<file path="src/rtl/sct_pkg.sv">
// Package for the source code tokenizer: token kinds, error codes, scan modes
// and the result-slot record passed from the scanner to the emitter.
// No dependencies.
package sct_pkg;

  localparam int KIND_W = 6;
  localparam int ERR_W = 3;

  localparam logic [KIND_W-1:0] K_COMMENT = 6'd0;
  localparam logic [KIND_W-1:0] K_INT = 6'd1;
  localparam logic [KIND_W-1:0] K_FLOAT = 6'd2;
  localparam logic [KIND_W-1:0] K_STRING = 6'd3;
  localparam logic [KIND_W-1:0] K_SYMBOL = 6'd4;
  localparam logic [KIND_W-1:0] K_KWBASE = 6'd5;
  localparam logic [KIND_W-1:0] K_OPBASE = 6'd15;
  localparam logic [KIND_W-1:0] K_EQ = 6'd27;
  localparam logic [KIND_W-1:0] K_GT = 6'd29;
  localparam logic [KIND_W-1:0] K_LT = 6'd31;

  localparam logic [ERR_W-1:0] E_NONE = 3'd0;
  localparam logic [ERR_W-1:0] E_UNKNOWN = 3'd1;
  localparam logic [ERR_W-1:0] E_DOT = 3'd2;
  localparam logic [ERR_W-1:0] E_DANGLE = 3'd3;
  localparam logic [ERR_W-1:0] E_ESCAPE = 3'd4;
  localparam logic [ERR_W-1:0] E_UNTERM = 3'd5;

  typedef enum logic [9:0] {
    M_IDLE    = 10'b0000000001,
    M_COMMENT = 10'b0000000010,
    M_NUMBER  = 10'b0000000100,
    M_SYMBOL  = 10'b0000001000,
    M_STRING  = 10'b0000010000,
    M_ESCAPE  = 10'b0000100000,
    M_OPEQ    = 10'b0001000000,
    M_OPGT    = 10'b0010000000,
    M_OPLT    = 10'b0100000000,
    M_ERROR   = 10'b1000000000
  } mode_t;

  // one result without position; position travels once per item
  typedef struct packed {
    logic              used;
    logic [KIND_W-1:0] kind;
    logic [7:0]        data;
    logic              data_valid;
    logic              token_end;
    logic [ERR_W-1:0]  error_code;
    logic              at_byte;
  } slot_t;

  function automatic logic [KIND_W-1:0] single_op(input logic [7:0] c);
    logic [KIND_W-1:0] k;
    k = '0;
    case (c)
      8'h7B: k = K_OPBASE + 6'd0;
      8'h7D: k = K_OPBASE + 6'd1;
      8'h5B: k = K_OPBASE + 6'd2;
      8'h5D: k = K_OPBASE + 6'd3;
      8'h28: k = K_OPBASE + 6'd4;
      8'h29: k = K_OPBASE + 6'd5;
      8'h2B: k = K_OPBASE + 6'd6;
      8'h2D: k = K_OPBASE + 6'd7;
      8'h2A: k = K_OPBASE + 6'd8;
      8'h2F: k = K_OPBASE + 6'd9;
      8'h5E: k = K_OPBASE + 6'd10;
      8'h2C: k = K_OPBASE + 6'd11;
      default: k = '0;
    endcase
    return k;
  endfunction

  function automatic logic is_digit(input logic [7:0] c);
    return c >= 8'h30 && c <= 8'h39;
  endfunction

  function automatic logic is_symch(input logic [7:0] c);
    return is_digit(c) || (c >= 8'h61 && c <= 8'h7A) || (c >= 8'h41 && c <= 8'h5A) ||
           c == 8'h5F || c == 8'h21 || c == 8'h3F;
  endfunction

endpackage

</file>
<file path="src/rtl/sct_scan.sv">
// Front end: accepts source bytes, runs the lexer state machine and builds up to
// three result slots per byte with the positions they carry.
// Depends on sct_pkg.
module sct_scan #(
  parameter int POSITION_WIDTH = 16,
  parameter int KEYWORD_CHARS = 5
) (
  input  logic                      clk,
  input  logic                      rst,
  input  logic                      in_valid,
  output logic                      in_ready,
  input  logic [7:0]                byte_in,
  input  logic                      last_byte,
  output logic                      q_valid,
  input  logic                      q_ready,
  output sct_pkg::slot_t [2:0]      q_slots,
  output logic [POSITION_WIDTH-1:0] q_tok_row,
  output logic [POSITION_WIDTH-1:0] q_tok_col,
  output logic [POSITION_WIDTH-1:0] q_byte_row,
  output logic [POSITION_WIDTH-1:0] q_byte_col
);

  localparam int LW = $clog2(KEYWORD_CHARS + 2);
  localparam logic [POSITION_WIDTH-1:0] PMAX = '1;

  sct_pkg::mode_t mode, mode_next;
  logic seen_dot, seen_dot_next;
  logic [7:0] kwbuf [KEYWORD_CHARS];
  logic [7:0] kwbuf_next [KEYWORD_CHARS];
  logic [LW-1:0] sym_len, sym_len_next;
  logic [POSITION_WIDTH-1:0] row, col, row_next, col_next;
  logic [POSITION_WIDTH-1:0] trow, tcol, trow_next, tcol_next;
  logic [sct_pkg::ERR_W-1:0] err, err_next;
  sct_pkg::slot_t [2:0] sl;
  logic [1:0] n;
  logic accept;

  assign in_ready = !q_valid || q_ready;
  assign accept = in_valid && in_ready;

  function automatic logic [sct_pkg::KIND_W-1:0] sym_kind(
    input logic [7:0] b [KEYWORD_CHARS], input logic [LW-1:0] len);
    logic [sct_pkg::KIND_W-1:0] k;
    logic t;
    k = sct_pkg::K_SYMBOL;
    t = 1'b1;
    for (int i = 5; i < KEYWORD_CHARS; i++) t = t && b[i] == 8'h00;
    if (t) begin
      case ({len, b[0], b[1], b[2], b[3], b[4]} & {{LW{1'b1}}, 40'hFFFFFFFFFF})
        {LW'(3), 40'h616E640000}: k = sct_pkg::K_KWBASE + 6'd0;
        {LW'(3), 40'h6E6F740000}: k = sct_pkg::K_KWBASE + 6'd1;
        {LW'(2), 40'h6F72000000}: k = sct_pkg::K_KWBASE + 6'd2;
        {LW'(4), 40'h66756E6300}: k = sct_pkg::K_KWBASE + 6'd3;
        {LW'(3), 40'h7661720000}: k = sct_pkg::K_KWBASE + 6'd4;
        {LW'(2), 40'h6966000000}: k = sct_pkg::K_KWBASE + 6'd5;
        {LW'(5), 40'h7768696C65}: k = sct_pkg::K_KWBASE + 6'd6;
        {LW'(2), 40'h646F000000}: k = sct_pkg::K_KWBASE + 6'd7;
        {LW'(3), 40'h656E640000}: k = sct_pkg::K_KWBASE + 6'd8;
        {LW'(4), 40'h656C736500}: k = sct_pkg::K_KWBASE + 6'd9;
        default: k = sct_pkg::K_SYMBOL;
      endcase
    end
    return k;
  endfunction

  always_comb begin
    logic used;
    logic [7:0] c, esc;
    logic [sct_pkg::KIND_W-1:0] k;
    logic ws;
    logic fresh;
    used = 1'b0;
    fresh = 1'b0;
    c = byte_in;
    esc = 8'h00;
    k = '0;
    ws = c == 8'h20 || (c >= 8'd9 && c <= 8'd13);
    mode_next = mode;
    seen_dot_next = seen_dot;
    kwbuf_next = kwbuf;
    sym_len_next = sym_len;
    trow_next = trow;
    tcol_next = tcol;
    err_next = err;
    sl = '0;
    n = 2'd0;
    row_next = row;
    col_next = col;
    if (mode == sct_pkg::M_ERROR) begin
      if (last_byte) begin
        sl[0] = '{1'b1, sct_pkg::K_COMMENT, 8'h00, 1'b0, 1'b0, err, 1'b0};
        n = 2'd1;
      end
    end else begin
      case (mode)
        sct_pkg::M_COMMENT: begin
          if (c == 8'h0A) begin
            sl[n] = '{1'b1, sct_pkg::K_COMMENT, 8'h00, 1'b0, 1'b1, sct_pkg::E_NONE, 1'b0};
            n = n + 2'd1;
            mode_next = sct_pkg::M_IDLE;
          end else begin
            sl[n] = '{1'b1, sct_pkg::K_COMMENT, c, 1'b1, 1'b0, sct_pkg::E_NONE, 1'b0};
            n = n + 2'd1;
            used = 1'b1;
          end
        end
        sct_pkg::M_NUMBER: begin
          if (sct_pkg::is_digit(c)) begin
            sl[n] = '{1'b1, seen_dot ? sct_pkg::K_FLOAT : sct_pkg::K_INT, c, 1'b1, 1'b0,
                      sct_pkg::E_NONE, 1'b0};
            n = n + 2'd1;
            used = 1'b1;
          end else if (c == 8'h2E) begin
            used = 1'b1;
            if (seen_dot) begin
              sl[n] = '{1'b1, sct_pkg::K_COMMENT, 8'h00, 1'b0, 1'b0, sct_pkg::E_DOT, 1'b0};
              n = n + 2'd1;
              err_next = sct_pkg::E_DOT;
              mode_next = sct_pkg::M_ERROR;
            end else begin
              seen_dot_next = 1'b1;
              sl[n] = '{1'b1, sct_pkg::K_FLOAT, c, 1'b1, 1'b0, sct_pkg::E_NONE, 1'b0};
              n = n + 2'd1;
            end
          end else begin
            sl[n] = '{1'b1, seen_dot ? sct_pkg::K_FLOAT : sct_pkg::K_INT, 8'h00, 1'b0, 1'b1,
                      sct_pkg::E_NONE, 1'b0};
            n = n + 2'd1;
            mode_next = sct_pkg::M_IDLE;
          end
        end
        sct_pkg::M_SYMBOL: begin
          if (sct_pkg::is_symch(c)) begin
            for (int i = 0; i < KEYWORD_CHARS; i++)
              if (sym_len == LW'(i)) kwbuf_next[i] = c;
            if (sym_len <= LW'(KEYWORD_CHARS)) sym_len_next = sym_len + 1'b1;
            sl[n] = '{1'b1, sct_pkg::K_SYMBOL, c, 1'b1, 1'b0, sct_pkg::E_NONE, 1'b0};
            n = n + 2'd1;
            used = 1'b1;
          end else begin
            sl[n] = '{1'b1, (sym_len > LW'(KEYWORD_CHARS)) ? sct_pkg::K_SYMBOL :
                      sym_kind(kwbuf, sym_len), 8'h00, 1'b0, 1'b1, sct_pkg::E_NONE, 1'b0};
            n = n + 2'd1;
            mode_next = sct_pkg::M_IDLE;
          end
        end
        sct_pkg::M_STRING: begin
          used = 1'b1;
          if (c == 8'h22) begin
            sl[n] = '{1'b1, sct_pkg::K_STRING, 8'h00, 1'b0, 1'b1, sct_pkg::E_NONE, 1'b0};
            n = n + 2'd1;
            mode_next = sct_pkg::M_IDLE;
          end else if (c == 8'h5C) begin
            mode_next = sct_pkg::M_ESCAPE;
          end else begin
            sl[n] = '{1'b1, sct_pkg::K_STRING, c, 1'b1, 1'b0, sct_pkg::E_NONE, 1'b0};
            n = n + 2'd1;
          end
        end
        sct_pkg::M_ESCAPE: begin
          used = 1'b1;
          if (c == 8'h22 || c == 8'h5C) esc = c;
          else if (c == 8'h6E) esc = 8'd10;
          else if (c == 8'h74) esc = 8'd9;
          if (esc != 8'h00) begin
            sl[n] = '{1'b1, sct_pkg::K_STRING, esc, 1'b1, 1'b0, sct_pkg::E_NONE, 1'b0};
            n = n + 2'd1;
            mode_next = sct_pkg::M_STRING;
          end else begin
            sl[n] = '{1'b1, sct_pkg::K_COMMENT, 8'h00, 1'b0, 1'b0, sct_pkg::E_ESCAPE, 1'b0};
            n = n + 2'd1;
            err_next = sct_pkg::E_ESCAPE;
            mode_next = sct_pkg::M_ERROR;
          end
        end
        sct_pkg::M_OPEQ, sct_pkg::M_OPGT, sct_pkg::M_OPLT: begin
          k = (mode == sct_pkg::M_OPEQ) ? sct_pkg::K_EQ :
              (mode == sct_pkg::M_OPGT) ? sct_pkg::K_GT : sct_pkg::K_LT;
          if (c == 8'h3D) begin
            sl[0] = '{1'b1, k + 6'd1, c, 1'b1, 1'b0, sct_pkg::E_NONE, 1'b0};
            sl[1] = '{1'b1, k + 6'd1, 8'h00, 1'b0, 1'b1, sct_pkg::E_NONE, 1'b0};
            n = 2'd2;
            used = 1'b1;
          end else begin
            sl[0] = '{1'b1, k, 8'h00, 1'b0, 1'b1, sct_pkg::E_NONE, 1'b0};
            n = 2'd1;
          end
          mode_next = sct_pkg::M_IDLE;
        end
        default: mode_next = sct_pkg::M_IDLE;
      endcase

      // token start from idle
      if (!used && mode_next == sct_pkg::M_IDLE && !ws) begin
        trow_next = row;
        tcol_next = col;
        fresh = 1'b1;
        if (c == 8'h23) begin
          mode_next = sct_pkg::M_COMMENT;
          sl[n] = '{1'b1, sct_pkg::K_COMMENT, c, 1'b1, 1'b0, sct_pkg::E_NONE, 1'b1};
          n = n + 2'd1;
        end else if (sct_pkg::is_digit(c)) begin
          mode_next = sct_pkg::M_NUMBER;
          seen_dot_next = 1'b0;
          sl[n] = '{1'b1, sct_pkg::K_INT, c, 1'b1, 1'b0, sct_pkg::E_NONE, 1'b1};
          n = n + 2'd1;
        end else if (sct_pkg::is_symch(c)) begin
          mode_next = sct_pkg::M_SYMBOL;
          for (int i = 0; i < KEYWORD_CHARS; i++) kwbuf_next[i] = 8'h00;
          kwbuf_next[0] = c;
          sym_len_next = LW'(1);
          sl[n] = '{1'b1, sct_pkg::K_SYMBOL, c, 1'b1, 1'b0, sct_pkg::E_NONE, 1'b1};
          n = n + 2'd1;
        end else if (c == 8'h22) begin
          mode_next = sct_pkg::M_STRING;
        end else if (c == 8'h3D || c == 8'h3E || c == 8'h3C) begin
          mode_next = (c == 8'h3D) ? sct_pkg::M_OPEQ :
                      (c == 8'h3E) ? sct_pkg::M_OPGT : sct_pkg::M_OPLT;
          k = (c == 8'h3D) ? sct_pkg::K_EQ : (c == 8'h3E) ? sct_pkg::K_GT : sct_pkg::K_LT;
          sl[n] = '{1'b1, k, c, 1'b1, 1'b0, sct_pkg::E_NONE, 1'b1};
          n = n + 2'd1;
        end else if (sct_pkg::single_op(c) != '0) begin
          k = sct_pkg::single_op(c);
          sl[n] = '{1'b1, k, c, 1'b1, 1'b0, sct_pkg::E_NONE, 1'b1};
          sl[n+2'd1] = '{1'b1, k, 8'h00, 1'b0, 1'b1, sct_pkg::E_NONE, 1'b1};
          n = n + 2'd2;
        end else begin
          sl[n] = '{1'b1, sct_pkg::K_COMMENT, 8'h00, 1'b0, 1'b0, sct_pkg::E_UNKNOWN, 1'b1};
          n = n + 2'd1;
          err_next = sct_pkg::E_UNKNOWN;
          mode_next = sct_pkg::M_ERROR;
        end
      end

      if (c == 8'h0A) begin
        if (row != PMAX) row_next = row + 1'b1;
        col_next = POSITION_WIDTH'(1);
      end else if (col != PMAX) begin
        col_next = col + 1'b1;
      end

      if (last_byte) begin
        case (mode_next)
          sct_pkg::M_COMMENT: sl[n] = '{1'b1, sct_pkg::K_COMMENT, 8'h00, 1'b0, 1'b1,
                                        sct_pkg::E_NONE, fresh};
          sct_pkg::M_NUMBER: sl[n] = '{1'b1, seen_dot_next ? sct_pkg::K_FLOAT :
                                       sct_pkg::K_INT, 8'h00, 1'b0, 1'b1, sct_pkg::E_NONE, fresh};
          sct_pkg::M_SYMBOL: sl[n] = '{1'b1, (sym_len_next > LW'(KEYWORD_CHARS)) ?
                                       sct_pkg::K_SYMBOL : sym_kind(kwbuf_next, sym_len_next),
                                       8'h00, 1'b0, 1'b1, sct_pkg::E_NONE, fresh};
          sct_pkg::M_OPEQ: sl[n] = '{1'b1, sct_pkg::K_EQ, 8'h00, 1'b0, 1'b1,
                                     sct_pkg::E_NONE, fresh};
          sct_pkg::M_OPGT: sl[n] = '{1'b1, sct_pkg::K_GT, 8'h00, 1'b0, 1'b1,
                                     sct_pkg::E_NONE, fresh};
          sct_pkg::M_OPLT: sl[n] = '{1'b1, sct_pkg::K_LT, 8'h00, 1'b0, 1'b1,
                                     sct_pkg::E_NONE, fresh};
          sct_pkg::M_STRING: sl[n] = '{1'b1, sct_pkg::K_COMMENT, 8'h00, 1'b0, 1'b0,
                                       sct_pkg::E_UNTERM, fresh};
          sct_pkg::M_ESCAPE: sl[n] = '{1'b1, sct_pkg::K_COMMENT, 8'h00, 1'b0, 1'b0,
                                       sct_pkg::E_DANGLE, fresh};
          default: ;
        endcase
      end
    end

    if (last_byte) begin
      mode_next = sct_pkg::M_IDLE;
      seen_dot_next = 1'b0;
      for (int i = 0; i < KEYWORD_CHARS; i++) kwbuf_next[i] = 8'h00;
      sym_len_next = '0;
      row_next = POSITION_WIDTH'(1);
      col_next = POSITION_WIDTH'(1);
      trow_next = POSITION_WIDTH'(1);
      tcol_next = POSITION_WIDTH'(1);
      err_next = sct_pkg::E_NONE;
    end
  end

  always_ff @(posedge clk) begin
    if (rst) begin
      mode <= sct_pkg::M_IDLE;
      seen_dot <= 1'b0;
      for (int i = 0; i < KEYWORD_CHARS; i++) kwbuf[i] <= 8'h00;
      sym_len <= '0;
      row <= POSITION_WIDTH'(1);
      col <= POSITION_WIDTH'(1);
      trow <= POSITION_WIDTH'(1);
      tcol <= POSITION_WIDTH'(1);
      err <= sct_pkg::E_NONE;
      q_valid <= 1'b0;
    end else begin
      if (in_ready) q_valid <= accept && (sl[0].used || sl[1].used || sl[2].used);
      if (accept) begin
        mode <= mode_next;
        seen_dot <= seen_dot_next;
        kwbuf <= kwbuf_next;
        sym_len <= sym_len_next;
        row <= row_next;
        col <= col_next;
        trow <= trow_next;
        tcol <= tcol_next;
        err <= err_next;
      end
    end
  end

  // token position for the slot record: start of the open token, or the byte
  always_ff @(posedge clk) begin
    if (accept && in_ready) begin
      q_slots <= sl;
      q_tok_row <= trow;
      q_tok_col <= tcol;
      q_byte_row <= row;
      q_byte_col <= col;
    end
  end

endmodule

</file>
<file path="src/rtl/sct_emit.sv">
// Back end: takes one queued record of up to three result slots and sends them
// out one word per cycle while the receiver is ready, marking the last of the record.
// Depends on sct_pkg.
module sct_emit #(
  parameter int POSITION_WIDTH = 16
) (
  input  logic                      clk,
  input  logic                      rst,
  input  logic                      q_valid,
  output logic                      q_ready,
  input  sct_pkg::slot_t [2:0]      q_slots,
  input  logic [POSITION_WIDTH-1:0] q_tok_row,
  input  logic [POSITION_WIDTH-1:0] q_tok_col,
  input  logic [POSITION_WIDTH-1:0] q_byte_row,
  input  logic [POSITION_WIDTH-1:0] q_byte_col,
  output logic                      out_valid,
  input  logic                      out_ready,
  output sct_pkg::slot_t            out_slot,
  output logic [POSITION_WIDTH-1:0] out_row,
  output logic [POSITION_WIDTH-1:0] out_col,
  output logic                      out_last
);

  logic [1:0] idx;
  sct_pkg::slot_t cur;
  logic last_here;
  logic fire;

  assign cur = q_slots[idx];
  assign last_here = (idx == 2'd2) || !q_slots[(idx == 2'd0) ? 2'd1 : 2'd2].used;
  assign fire = q_valid && (!out_valid || out_ready);
  assign q_ready = fire && last_here;

  always_ff @(posedge clk) begin
    if (rst) begin
      idx <= 2'd0;
      out_valid <= 1'b0;
    end else begin
      if (out_ready || !out_valid) out_valid <= q_valid;
      if (fire) idx <= last_here ? 2'd0 : idx + 2'd1;
    end
  end

  always_ff @(posedge clk) begin
    if (fire) begin
      out_slot <= cur;
      out_row <= cur.at_byte ? q_byte_row : q_tok_row;
      out_col <= cur.at_byte ? q_byte_col : q_tok_col;
      out_last <= last_here;
    end
  end

endmodule

</file>
<file path="src/rtl/source_code_tokenizer_core.sv">
// Top level of the source code tokenizer: scanner front end, one-record queue,
// emitter back end. Depends on sct_pkg, sct_scan and sct_emit.
//
// Usage: feed one source byte per word on s_axis (tdata = byte_in, tlast =
// last_byte). Each byte yields zero to three result words on m_axis; tuser
// carries run_last, set on the last word a byte caused. Token bytes arrive
// with a provisional kind; the final kind comes on the token-end word.
// Pipeline: two register stages, the scan record register and then the emitter
// output register; each result word passes through both.
// Throughput: one byte per cycle while each byte gives at most one word and
// m_axis is ready; a byte with two or three words holds the input until the
// single output port of the emitter has drained its record.
// Reset: synchronous rst clears all scan state to the start of a new source.
// A stalled receiver fills the record register, then holds s_axis_tready low;
// nothing is lost. After an error only the last byte repeats the error.
module source_code_tokenizer_core #(
  parameter int POSITION_WIDTH = 16,
  parameter int KEYWORD_CHARS = 5
) (
  input  logic        clk,
  input  logic        rst,
  input  logic        s_axis_tvalid,
  output logic        s_axis_tready,
  input  logic [7:0]  s_axis_tdata,   // [7:0] byte_in
  input  logic        s_axis_tlast,
  output logic        m_axis_tvalid,
  input  logic        m_axis_tready,
  // [5:0] kind, [13:6] data, [14] data_valid, [15] token_end,
  // [15+PW:16] start_row, [15+2PW:16+PW] start_col, [18+2PW:16+2PW] error_code
  output logic [((19 + 2*POSITION_WIDTH + 7) / 8) * 8 - 1:0] m_axis_tdata,
  output logic        m_axis_tuser    // [0] run_last
);

  localparam int PW = POSITION_WIDTH;
  localparam int DW = ((19 + 2*PW + 7) / 8) * 8;

  logic q_valid, q_ready;
  sct_pkg::slot_t [2:0] q_slots;
  logic [PW-1:0] q_tok_row, q_tok_col, q_byte_row, q_byte_col;
  sct_pkg::slot_t os;
  logic [PW-1:0] orow, ocol;

  sct_scan #(.POSITION_WIDTH(PW), .KEYWORD_CHARS(KEYWORD_CHARS)) u_scan (
    .clk(clk), .rst(rst),
    .in_valid(s_axis_tvalid), .in_ready(s_axis_tready),
    .byte_in(s_axis_tdata), .last_byte(s_axis_tlast),
    .q_valid(q_valid), .q_ready(q_ready), .q_slots(q_slots),
    .q_tok_row(q_tok_row), .q_tok_col(q_tok_col),
    .q_byte_row(q_byte_row), .q_byte_col(q_byte_col)
  );

  sct_emit #(.POSITION_WIDTH(PW)) u_emit (
    .clk(clk), .rst(rst),
    .q_valid(q_valid), .q_ready(q_ready), .q_slots(q_slots),
    .q_tok_row(q_tok_row), .q_tok_col(q_tok_col),
    .q_byte_row(q_byte_row), .q_byte_col(q_byte_col),
    .out_valid(m_axis_tvalid), .out_ready(m_axis_tready),
    .out_slot(os), .out_row(orow), .out_col(ocol), .out_last(m_axis_tuser)
  );

  assign m_axis_tdata = DW'({os.error_code, ocol, orow, os.token_end, os.data_valid,
                             os.data, os.kind});

  a_err_nodata: assert property (@(posedge clk) disable iff (rst)
    m_axis_tvalid && os.error_code != sct_pkg::E_NONE |-> !os.data_valid && !os.token_end)
    else $error("error word carries token data");
  a_end_nodata: assert property (@(posedge clk) disable iff (rst)
    m_axis_tvalid && os.token_end |-> !os.data_valid && os.data == 8'h00)
    else $error("token end word carries data");
  a_hold: assert property (@(posedge clk) disable iff (rst)
    m_axis_tvalid && !m_axis_tready |=> m_axis_tvalid && $stable(m_axis_tdata))
    else $error("stalled output changed");

endmodule

</file>
<file path="config.mk">
export PLATFORM = sky130hd
export DESIGN_NAME = source_code_tokenizer_core
export DESIGN_NICKNAME = d
export VERILOG_FILES = /design/src/rtl/sct_pkg.sv /design/src/rtl/sct_scan.sv /design/src/rtl/sct_emit.sv /design/src/rtl/source_code_tokenizer_core.sv
export SDC_FILE = /design/constraint.sdc
export NUM_CORES = 1
export LEC_CHECK = 0
export ABC_AREA = 0
export BUFFER_PORTS_ARGS = -buffer_cell sky130_fd_sc_hd__buf_2
export CAP_MARGIN = 25
export CORE_ASPECT_RATIO = 0.75
export CORE_MARGIN = 4
export CORE_UTILIZATION = 45
export DETAILED_ROUTE_END_ITERATION = 12
export GPL_TIMING_DRIVEN = 0
export PLACE_DENSITY = 0.58
export REMOVE_ABC_BUFFERS = 1
export SLEW_MARGIN = 20
export SYNTH_ARGS = -nofsm -noshare
export SYNTH_HDL_FRONTEND = slang
export SYNTH_SLANG_ARGS = --single-unit
</file>
<file path="constraint.sdc">
create_clock -name clk -period 8.4 [get_ports clk]
set_input_delay 1.26 -clock clk [delete_from_list [all_inputs] [get_ports clk]]
set_output_delay 1.26 -clock clk [all_outputs]
set_load 0.02 [all_outputs]
</file>
==> run summary, run 1 <==
The starting density of the core was 45.9%; the total power density per cell area was 189 mW/mm^2. In this run the core area contains 59 standard-cell rows. The clock sink count is 302. The logs give 7160 ps for the critical path arrival and 0 for the final routed DRC violation total. Static power due to leakage: 0.00638 uW. For the post-cts gate resize count, the log shows 0.

The synthesized design contains 302 register bits. The wire-length estimate of the detail-placed layout is 37.5 mm. The share of layout cells above drive strength 1 is 12.5%, and the total detailed-routing wirelength is 52.5 mm.

At the pin with the least slew margin, the transition time is 1110 ps. The share of the Yosys chip area taken by registers is 48.7%. In the synthesized netlist the async set-or-reset flop fraction comes to 0%. Data on the critical path is required at its endpoint by 8750 ps. Type of the worst min-delay path: flip-flop to flip-flop. Number of I/O pins: 72. The startpoint of the most critical register-to-register path is u_scan.mode[6]$_SDFFE_PP0P_. Parity-gate share of the synthesized area counting xor and xnor cells: 1.04%. The worst setup path is of the input port to flip-flop kind. The worst setup path is captured at a flip-flop. Buffers placed on the I/O ports in this run total 66. At the end of the flow, the number of nets in the layout was 1753. Once the clock tree was built, the setup fixing pass inserted 0 buffers. The run gives 1749 as the number of DRC markers after the initial detailed-route iteration.

Along the worst path, the maximum fanout reaches 34. Compared with the post-synthesis result, the final layout area differs by 11.5%. The synthesis warning total was 0. The worst register-to-register path ends at u_scan.q_slots[57]$_SDFFCE_PP0P_.

The synthesized netlist devotes 1.40% of its cell area to adder and majority cells. After clock tree synthesis, the clock-pin slew on the worst setup and hold paths is 60 ps. By area, the combinational part of the netlist is dominated by simple AND/OR/NAND/NOR gates.

The post-synthesis mux area share was 4.00%. The tools report the number of max-slew violations in the final report as 0. In this run the tightest slew margin relative to its limit is 25.5%.

Summing the areas of all and, or, nand and nor instances in the mapped netlist gives 23.5% of the synthesized area. For the total core area, the log shows 0.0350 sq mm. Setup repair after global routing left no endpoint under its margin.

After detailed routing, the average wire length per cell comes to 23.8 um. Type of element launching the critical path: an input port. The logs give 0 for the initial antenna violation count and 0 for the total of hold buffers inserted after clock tree synthesis.

The number of cells traversed by the worst hold path came out at 0. The worst hold path terminates at u_scan.q_tok_col[6]$_DFFE_PP_. The number of global-route vias before repair is 12800. Summed over all layers, the global routing overflow is 0. Global routing consumed, over all layers together, 26.3% of the routing resources.

The clock skew is 14.7 ps. Cell type with the highest aggregate area in the netlist: sky130_fd_sc_hd__edfxtp_1. The cell sitting at the root of the clock tree is a sky130_fd_sc_hd__clkbuf_16. Counting cells, the worst reg-to-reg path comes to 12. The final hold violation count came out at 0. TritonCTS built the clock tree.

After detailed placement, the total cell area comes to 0.0169 sq mm. The mean area per synthesized cell works out to 9.40 sq um. The run finished with clean final reports.

The startpoint identified for the worst hold timing path is u_scan.tcol[6]$_SDFFE_PP0P_. Deepest level of the CTS H-tree: 1. Setup violations remaining at the end of the flow were counted as 0. In this run, synthesis inferred 177 flip-flops with an integrated enable. The first-pass detailed-route iteration total was 6; the top-area cell type share of the netlist area was 33.1%. The logs give 14000 for the via count and 0 for the final antenna-violating net count. For the number of distinct library cells after synthesis, the log shows 94. In the post-synthesis netlist, the biggest area contributors are sky130_fd_sc_hd__edfxtp_1 (33%), sky130_fd_sc_hd__dfxtp_1 (16%), sky130_fd_sc_hd__nor2_1 (5.3%). Across all register-to-register paths, the minimum setup slack is 2620 ps. The first global-routing pass estimated 79.5 mm of wire. The post-synthesis cell area came out at 0.0161 sq mm. 0 antenna diodes ended up in the layout. The run gives 2203 as the final cell count without fillers.

The number of buffers inserted during clock tree synthesis was 30. The clock reaches the later pin of the worst-skew pair after 580 ps. The number of cells in the design after placement is 2146. Among all flip-flop cells after synthesis, the most frequent one is sky130_fd_sc_hd__edfxtp_1. The clock passes through at most 3 buffers.

The cell count after synthesis came out at 1709. The post-route clock period utilization was 81.1%. From left edge to right edge, the die measures 226 um. The floorplan die height is 172 um. The smallest clock period supported by the final layout is computed as 6820 ps. The number of maximum-capacitance constraint violations came out at 0. In the routed layout, each cell is associated on average with a via count of 6.36. The routability-driven placement congestion ratio is 1.01. After routing the design area is 0.0179 sq mm. The fraction of the mapped netlist area in compound gates works out to 17.7%.

Maximum vdd drop: 0.183 mV. Maximum number of pins on one net before global-route repair: 81. The maximum clock frequency was 147 MHz; the die footprint was 0.0388 sq mm.
[critical path: stages]
cell and delay [ps]:
sky130_fd_sc_hd__buf_2 580, sky130_fd_sc_hd__o21ai_0 430, sky130_fd_sc_hd__o21ai_0 460, sky130_fd_sc_hd__o311ai_2 350, sky130_fd_sc_hd__nor2_2 880, sky130_fd_sc_hd__nand3_1 590
sky130_fd_sc_hd__a211o_1 440, sky130_fd_sc_hd__a2111oi_2 530, sky130_fd_sc_hd__nand3_1 130, sky130_fd_sc_hd__nor4_1 500, sky130_fd_sc_hd__a32o_1 270, sky130_fd_sc_hd__a211o_2 180
sky130_fd_sc_hd__o21ai_1 120, sky130_fd_sc_hd__a211oi_1 420
[stage by stage]
step	setup WS [ps]	TNS [ps]	power (uW)	utilization, %	hold slack [ps]
2_1_floorplan	105	0	1910	-	409
3_3_place_gp	-4650	-267640	2050	47.3	412
3_5_place_dp	1340	0	2070	48.3	414
4_1_cts	1930	0	3410	51.2	429
5_1_grt	1400	0	3500	51.2	436
6_report	1580	0	3380	51.2	429
[layout make-up]
| cell class | instances | area (sq um) |
|---|---|---|
| multi-input combinational | 1273 | 7790 |
| sequential | 302 | 7820 |
| clock buffer | 40 | 840 |
| clock inverter | 16 | 150 |
| fill | 3250 | 17100 |
| tap | 457 | 572 |
| inverter | 33 | 131 |
| timing repair buffer | 82 | 616 |
[logic make-up after synthesis]
family,Yosys count
DFF,302
and+or+nand+nor,734
muxes,60
xor gates and xnor gates,19
adders and majority gates,18
AOI/OAI and AO/OA,432
buffers and inverters,143
other,1
[synthesized netlist by cell type (all sizes together) (7+ instances only)]
library cell  number
nand2            139
a21oi            103
o21ai            100
nor2             227
nor3b              7
mux2              34
a22oi             62
nand4             32
and2              33
nor2b             20
a221oi             8
mux2i             26
nor4              28
and4b              9
nand3             54
inv               33
and3              30
nor3              59
edfxtp           177
buf               17
dfxtp            125
o31ai             11
a211oi            11
a211o              7
nor4b             12
o211ai            12
nand2b            22
or2               12
xor2              13
clkbuf            93
or3               13
o22ai              9
a32oi             12
o21a               9
a31oi             23
ha                18
and4               8
[power by group]
group          switching [uW]  internal (uW)
Sequential               21.7           1640
Combinational             272            112
Clock                     593            742
[layout by cell type, fill, tap and decap left out, types with 34 or more instances in the layout]
master / n
sky130_fd_sc_hd__edfxtp_1: 177
sky130_fd_sc_hd__buf_2: 68
sky130_fd_sc_hd__mux2_2: 34
sky130_fd_sc_hd__nand2_1: 139
sky130_fd_sc_hd__a21oi_1: 103
sky130_fd_sc_hd__nor3_1: 56
sky130_fd_sc_hd__dfxtp_1: 124
sky130_fd_sc_hd__o21ai_0: 91
sky130_fd_sc_hd__a22oi_1: 62
sky130_fd_sc_hd__nor2_1: 221
sky130_fd_sc_hd__nand3_1: 53
[layer usage]
layer | part of all wire (%) | vias up | global-route usage [%] | routed length (um)
li1 | - | 6443 | - | -
met1 | 48 | 6833 | 41.3 | 25100
met2 | 41 | 651 | 36.8 | 21300
met3 | 9.3 | 87 | 6.18 | 4910
met4 | 2.1 | 0 | 5.26 | 1120
met5 | 0 | - | 0 | 0
[worst max path at each step]
stage / startpoint / to / slack (ps) / cells after the start
after floorplan: u_emit.idx[0]$_SDFFE_PP0P_ / u_scan.col[12]$_SDFFE_PP0P_ / 110 / 12
after global placement: u_emit.idx[0]$_SDFFE_PP0P_ / u_scan.kwbuf[10]$_SDFFE_PP0P_ / -4650 / 11
after detailed placement: s_axis_tdata[3] / u_scan.q_slots[57]$_SDFFCE_PP0P_ / 1340 / 14
after CTS: s_axis_tdata[3] / u_scan.q_slots[57]$_SDFFCE_PP0P_ / 1930 / 14
after global routing: s_axis_tdata[3] / u_scan.q_slots[57]$_SDFFCE_PP0P_ / 1400 / 14
final: s_axis_tdata[3] / u_scan.q_slots[57]$_SDFFCE_PP0P_ / 1580 / 14
[registers in the layout (all words and copies together) (netlist names), 10 cells and up]
name               cells
u_scan.q_slots        61
u_scan.kwbuf          40
u_emit.out_slot       19
u_emit.out_col        16
u_emit.out_row        16
u_scan.col            16
u_scan.q_byte_col     16
u_scan.q_byte_row     16
u_scan.q_tok_col      16
u_scan.q_tok_row      16
u_scan.row            16
u_scan.tcol           16
u_scan.trow           16
u_scan.mode           10
No activity file was read; power rests on OpenSTA's default activity.
==> run 2, diff against run 1 <==
ABC_AREA = 1   (was 0)
PLACE_DENSITY = 0.6   (was 0.58)
clock period = 5.51 ns   (was 8.4 ns; I/O delays follow)
==> run 2 against run 1 <==
Against the previous run:
- total power increased by 67%
- routed wire length increased by 19%
- register-to-register slack got worse by 2000 ps
- critical path depth increased by 13
- non-clock buffer count increased by 4
- cell count increased by 43%
- die area increased by 15%
- core utilization decreased by 0.51 points
- synthesized area increased by 15%
- worst setup slack got worse by 1300 ps
==> run summary, run 2 <==
Static timing analysis puts the maximum clock frequency at 191 MHz. The final hold violation count is 0 (unchanged). The worst setup path is launched from an input port.

Die boundary width: 242 um (+7.1%). The largest driver fanout on the critical path was 28 (-18%); the detailed placer's ending HPWL was 44.1 mm (+18%). For the routability-driven placement congestion ratio, the log shows 0.974 (-3.5%). For the number of distinct library cells after synthesis, the log shows 66 (-30%). The row count is 64 (+8.5%). The type of the worst min-delay path was flip-flop to flip-flop.

The final critical delay including setup and external delays was 5220 ps; the initial antenna violation count was 0 (unchanged). The slowest stage cell on the critical path was sky130_fd_sc_hd__nor2_2. The deepest level of the CTS H-tree is 2 (+1), and the area overhead of the layout relative to synthesis is 11.4%. The adder-cell share of the synthesized area is 1.22% (-0.19 points). The net switching power figure was 1550 uW (+75%). The floorplan die height is 184 um (+7.0%). The mean area per synthesized cell was 7.21 sq um (-23%); the setup slack after layout was 286 ps (-1300 ps). The maximum vdd drop came out at 0.222 mV (+21%). The final antenna-violating net count is 0 (unchanged). Setup repair after global routing left no endpoint under its margin. The actual slew at the worst max-slew pin came out at 952 ps (-154 ps). Worst-case headroom to the max-slew limit: 36.4% (+11 points). The post-synthesis mux area share was 2.00% (-2.0 points); the overall power after layout was 5650 uW (+67%).

After synthesis, the largest family of logic cells by area is simple AND/OR/NAND/NOR gates. The clock share of power was 41.6% (+2.1 points); the post-route clock period utilization was 94.8%. The worst setup timing slack at the placement stage is -1060 ps (-2400 ps), and the flip-flop and latch count after synthesis is 302 (unchanged). The dominant synthesized flop cell is sky130_fd_sc_hd__edfxtp_1.

The buffer depth of the longest clock path was 3 (unchanged). The tree is rooted in a sky130_fd_sc_hd__clkbuf_16. The cell-internal power is 4100 uW (+64%). Leaving out fill and tap cells, the most frequent cells in the layout are sky130_fd_sc_hd__nand2_1 (756), sky130_fd_sc_hd__nor2_1 (299), sky130_fd_sc_hd__inv_1 (225). The logs give 13.2% (+1.8 points) for the share of power burned in combinational logic and 302 (unchanged) for the clock sink count. The tools report the starting density of the core as 45.5% (-0.40 points).

The area fraction in and, or, nand and nor cells after synthesis came out at 34.5% (+11 points). The static power due to leakage is 0.00844 uW (+32%), and the total core area is 0.0407 sq mm (+16%). The delay contributed by the slowest stage of the critical path was 450 ps (-430 ps); the routed via count divided by cell count was 5.73 (-9.9%). By startpoint and endpoint, the worst setup path is classified as input port to flip-flop.

Mean routed wirelength per cell: 19.8 um (-17%). The top layer reached by signal wires was met4. The number of buffers inserted during clock tree synthesis came out at 34 (+13%).

Summed over all instances, the cell type with the most area after synthesis is sky130_fd_sc_hd__edfxtp_1. The number of I/O pins is 72 (unchanged). The tools report the power share of the sequential group as 45.2% (-4.0 points). For the number of setup violations in the final report, the log shows 0 (unchanged). The switching part of the total power is 27.5% (+1.2 points). The routed length on met1 is 28.7 mm (+14%). The most numerous cell type found on the critical path is sky130_fd_sc_hd__nand2_1.

For the detailed route wirelength on metal3, the log shows 5.53 mm (+13%). The fraction of the mapped netlist area in compound gates is 11.5% (-6.2 points), and the critical path arrival is 5510 ps (-1650 ps). Overflow left after global routing: 0 (unchanged).

The total met2 wirelength after detailed routing is 26.8 mm (+26%), and the number of maximum-capacitance constraint violations is 0 (unchanged). TritonCTS built the clock tree. For the synthesis warning total, the log shows 0 (unchanged). The async set-or-reset flop fraction in the synthesized netlist was 0% (unchanged); the total power density per cell area was 274 mW/mm^2 (+45%).

The required time at the endpoint of the critical path came out at 5800 ps (-2950 ps). The number of global-route vias before repair was 16800 (+32%); the fraction of the yosys area taken by sequential cells was 42.2% (-6.4 points). The tools report the post-detailed-placement cell area as 0.0193 sq mm (+14%).

u_scan.q_slots holds more flip-flops than any other register. The tools report the post-route cell area as 0.0206 sq mm (+15%). The clock skew was 19.4 ps (+4.69 ps); the via count was 18100 (+29%). The logs give 0 (unchanged) for the final routed DRC violation total and 73 (-9.9%) for the maximum number of pins on one net before global-route repair. The number of synthesized flops with an enable pin is 177 (unchanged). The total of buffers placed on input and output ports was 66 (unchanged); the flip-flop count of the largest register, all copies and words added was 61 (unchanged). The insertion delay to the later sink of the worst-skew pair is 540 ps (-40 ps), and the first-pass detailed-route iteration total is 6 (unchanged).

The clock input transition at the sequential cells of the worst setup and hold paths was 60 ps (about the same). The run gives 3155 (+43%) as the final cell count without fillers. The count of mapped cells out of synthesis was 2567 (+50%); the top-area cell type share of the netlist area was 28.7% (-4.4 points). The parity-gate share of the synthesized area counting xor and xnor cells was 0.142% (-0.89 points). The worst setup path is captured at a flip-flop. The flow ran to the end, and the final reports show no timing, DRC or antenna violations.

The share of layout cells above drive strength 1 was 11.1% (-1.4 points); the number of cells in the design after placement was 3081 (+44%). The final-layout setup total negative slack came out at 0 ps (unchanged). The tools report the number of DRC markers after the initial detailed-route iteration as 2016 (+15%). For the global-route wire length before repair, the log shows 97.0 mm (+22%). For the final-stage net count, the log shows 2632 (+50%). In the synthesized netlist, the cells that appear most often are sky130_fd_sc_hd__nand2_1 (756), sky130_fd_sc_hd__nor2_1 (301), sky130_fd_sc_hd__inv_1 (229). Sorting the synthesized cells by area gives the leading types as sky130_fd_sc_hd__edfxtp_1 (29%), sky130_fd_sc_hd__nand2_1 (15%), sky130_fd_sc_hd__dfxtp_1 (14%). Leaving out fill and tap cells, the most frequent cell in the layout is sky130_fd_sc_hd__nand2_1.

The largest registers in the layout are u_scan.q_slots: 61 flops, u_scan.kwbuf: 40 flops, u_emit.out_slot: 19 flops. The run gives 0.0445 sq mm (+15%) as the die footprint. The total of hold buffers inserted after clock tree synthesis was 0 (unchanged). The post-synthesis cell area came out at 0.0185 sq mm (+15%).

The run gives 27.3% (+0.95 points) as the global-route usage over all layers. Most frequently used cell type in the post-synthesis netlist: sky130_fd_sc_hd__nand2_1. The number of max-slew violations in the final report was 0 (unchanged). Total detailed-routing wirelength: 62.6 mm (+19%).
==> run 2: what timing repair did <==
| action | 4_1_cts | 5_1_grt |
|---|---|---|
| setup endpoints to repair | 45 | 10 |
| resized for setup | 3 | 3 |
| gates cloned | 3 | 3 |
| pin swaps | 1 | 4 |
| buffers inserted | 0 | 6 |
==> run 2: cells by family after synthesis <==
kind of cell	after synthesis
flip-flops	302
XOR/XNOR	3
adder cells (fa/ha/maj)	18
multiplexers	33
AND/OR/NAND/NOR	1460
buffers and inverters	371
other	1
AO/OA/AOI/OAI	379
==> run 2: area by class of cell <==
cell class                 instances  area, sq um
timing repair buffer              86          661
clock buffer                      43          926
timing repair inverter             1         5.00
tap                              528          661
multi-input combinational       1908         9310
sequential                       302         7820
fill                            4054        20100
clock inverter                    17          211
antenna                            2         5.00
inverter                         268         1020
==> run 2: routing by layer <==
metal / global-route usage (%) / up-vias
met3: 4.46 / 96
met2: 41.8 / 825
met4: 7.36 / 0
met1: 40.2 / 8512
met5: 0 / -
li1: - / 8647
==> run 2: worst paths after layout <==
path,from,end,slack (ps),cells after the start
worst max-delay path,s_axis_tdata[0],u_scan.q_slots[16]$_SDFFCE_PP0P_,290,27
worst min-delay path,u_scan.trow[1]$_SDFFE_PP0P_,u_scan.q_tok_row[1]$_DFFE_PP_,430,0
worst max register to register,u_emit.idx[0]$_SDFFE_PP0P_,u_scan.col[15]$_SDFFE_PP0P_,660,15
worst min register to register,u_scan.trow[1]$_SDFFE_PP0P_,u_scan.q_tok_row[1]$_DFFE_PP_,430,0
==> run 2: through the flow <==
step	hold slack [ps]	utilization, %
after floorplan	409	-
after global routing	412	50.7
after CTS	416	50.4
after global placement	412	46.7
after detailed placement	415	47.5
final	428	50.7
==> run 2: power groups by stage <==
stage	Combinational [uW]	Clock [uW]	Sequential (uW)
floorplan	398	0	2640
global placement	686	0	2610
detailed placement	717	0	2600
CTS	726	2390	2550
global route	811	2490	2560
finish	748	2350	2550
==> run 2: critical path, delay by kind of cell <==
kind / cells / cell delay, ps
buffers and inverters: 5 / 960
AND/OR/NAND/NOR: 22 / 3690
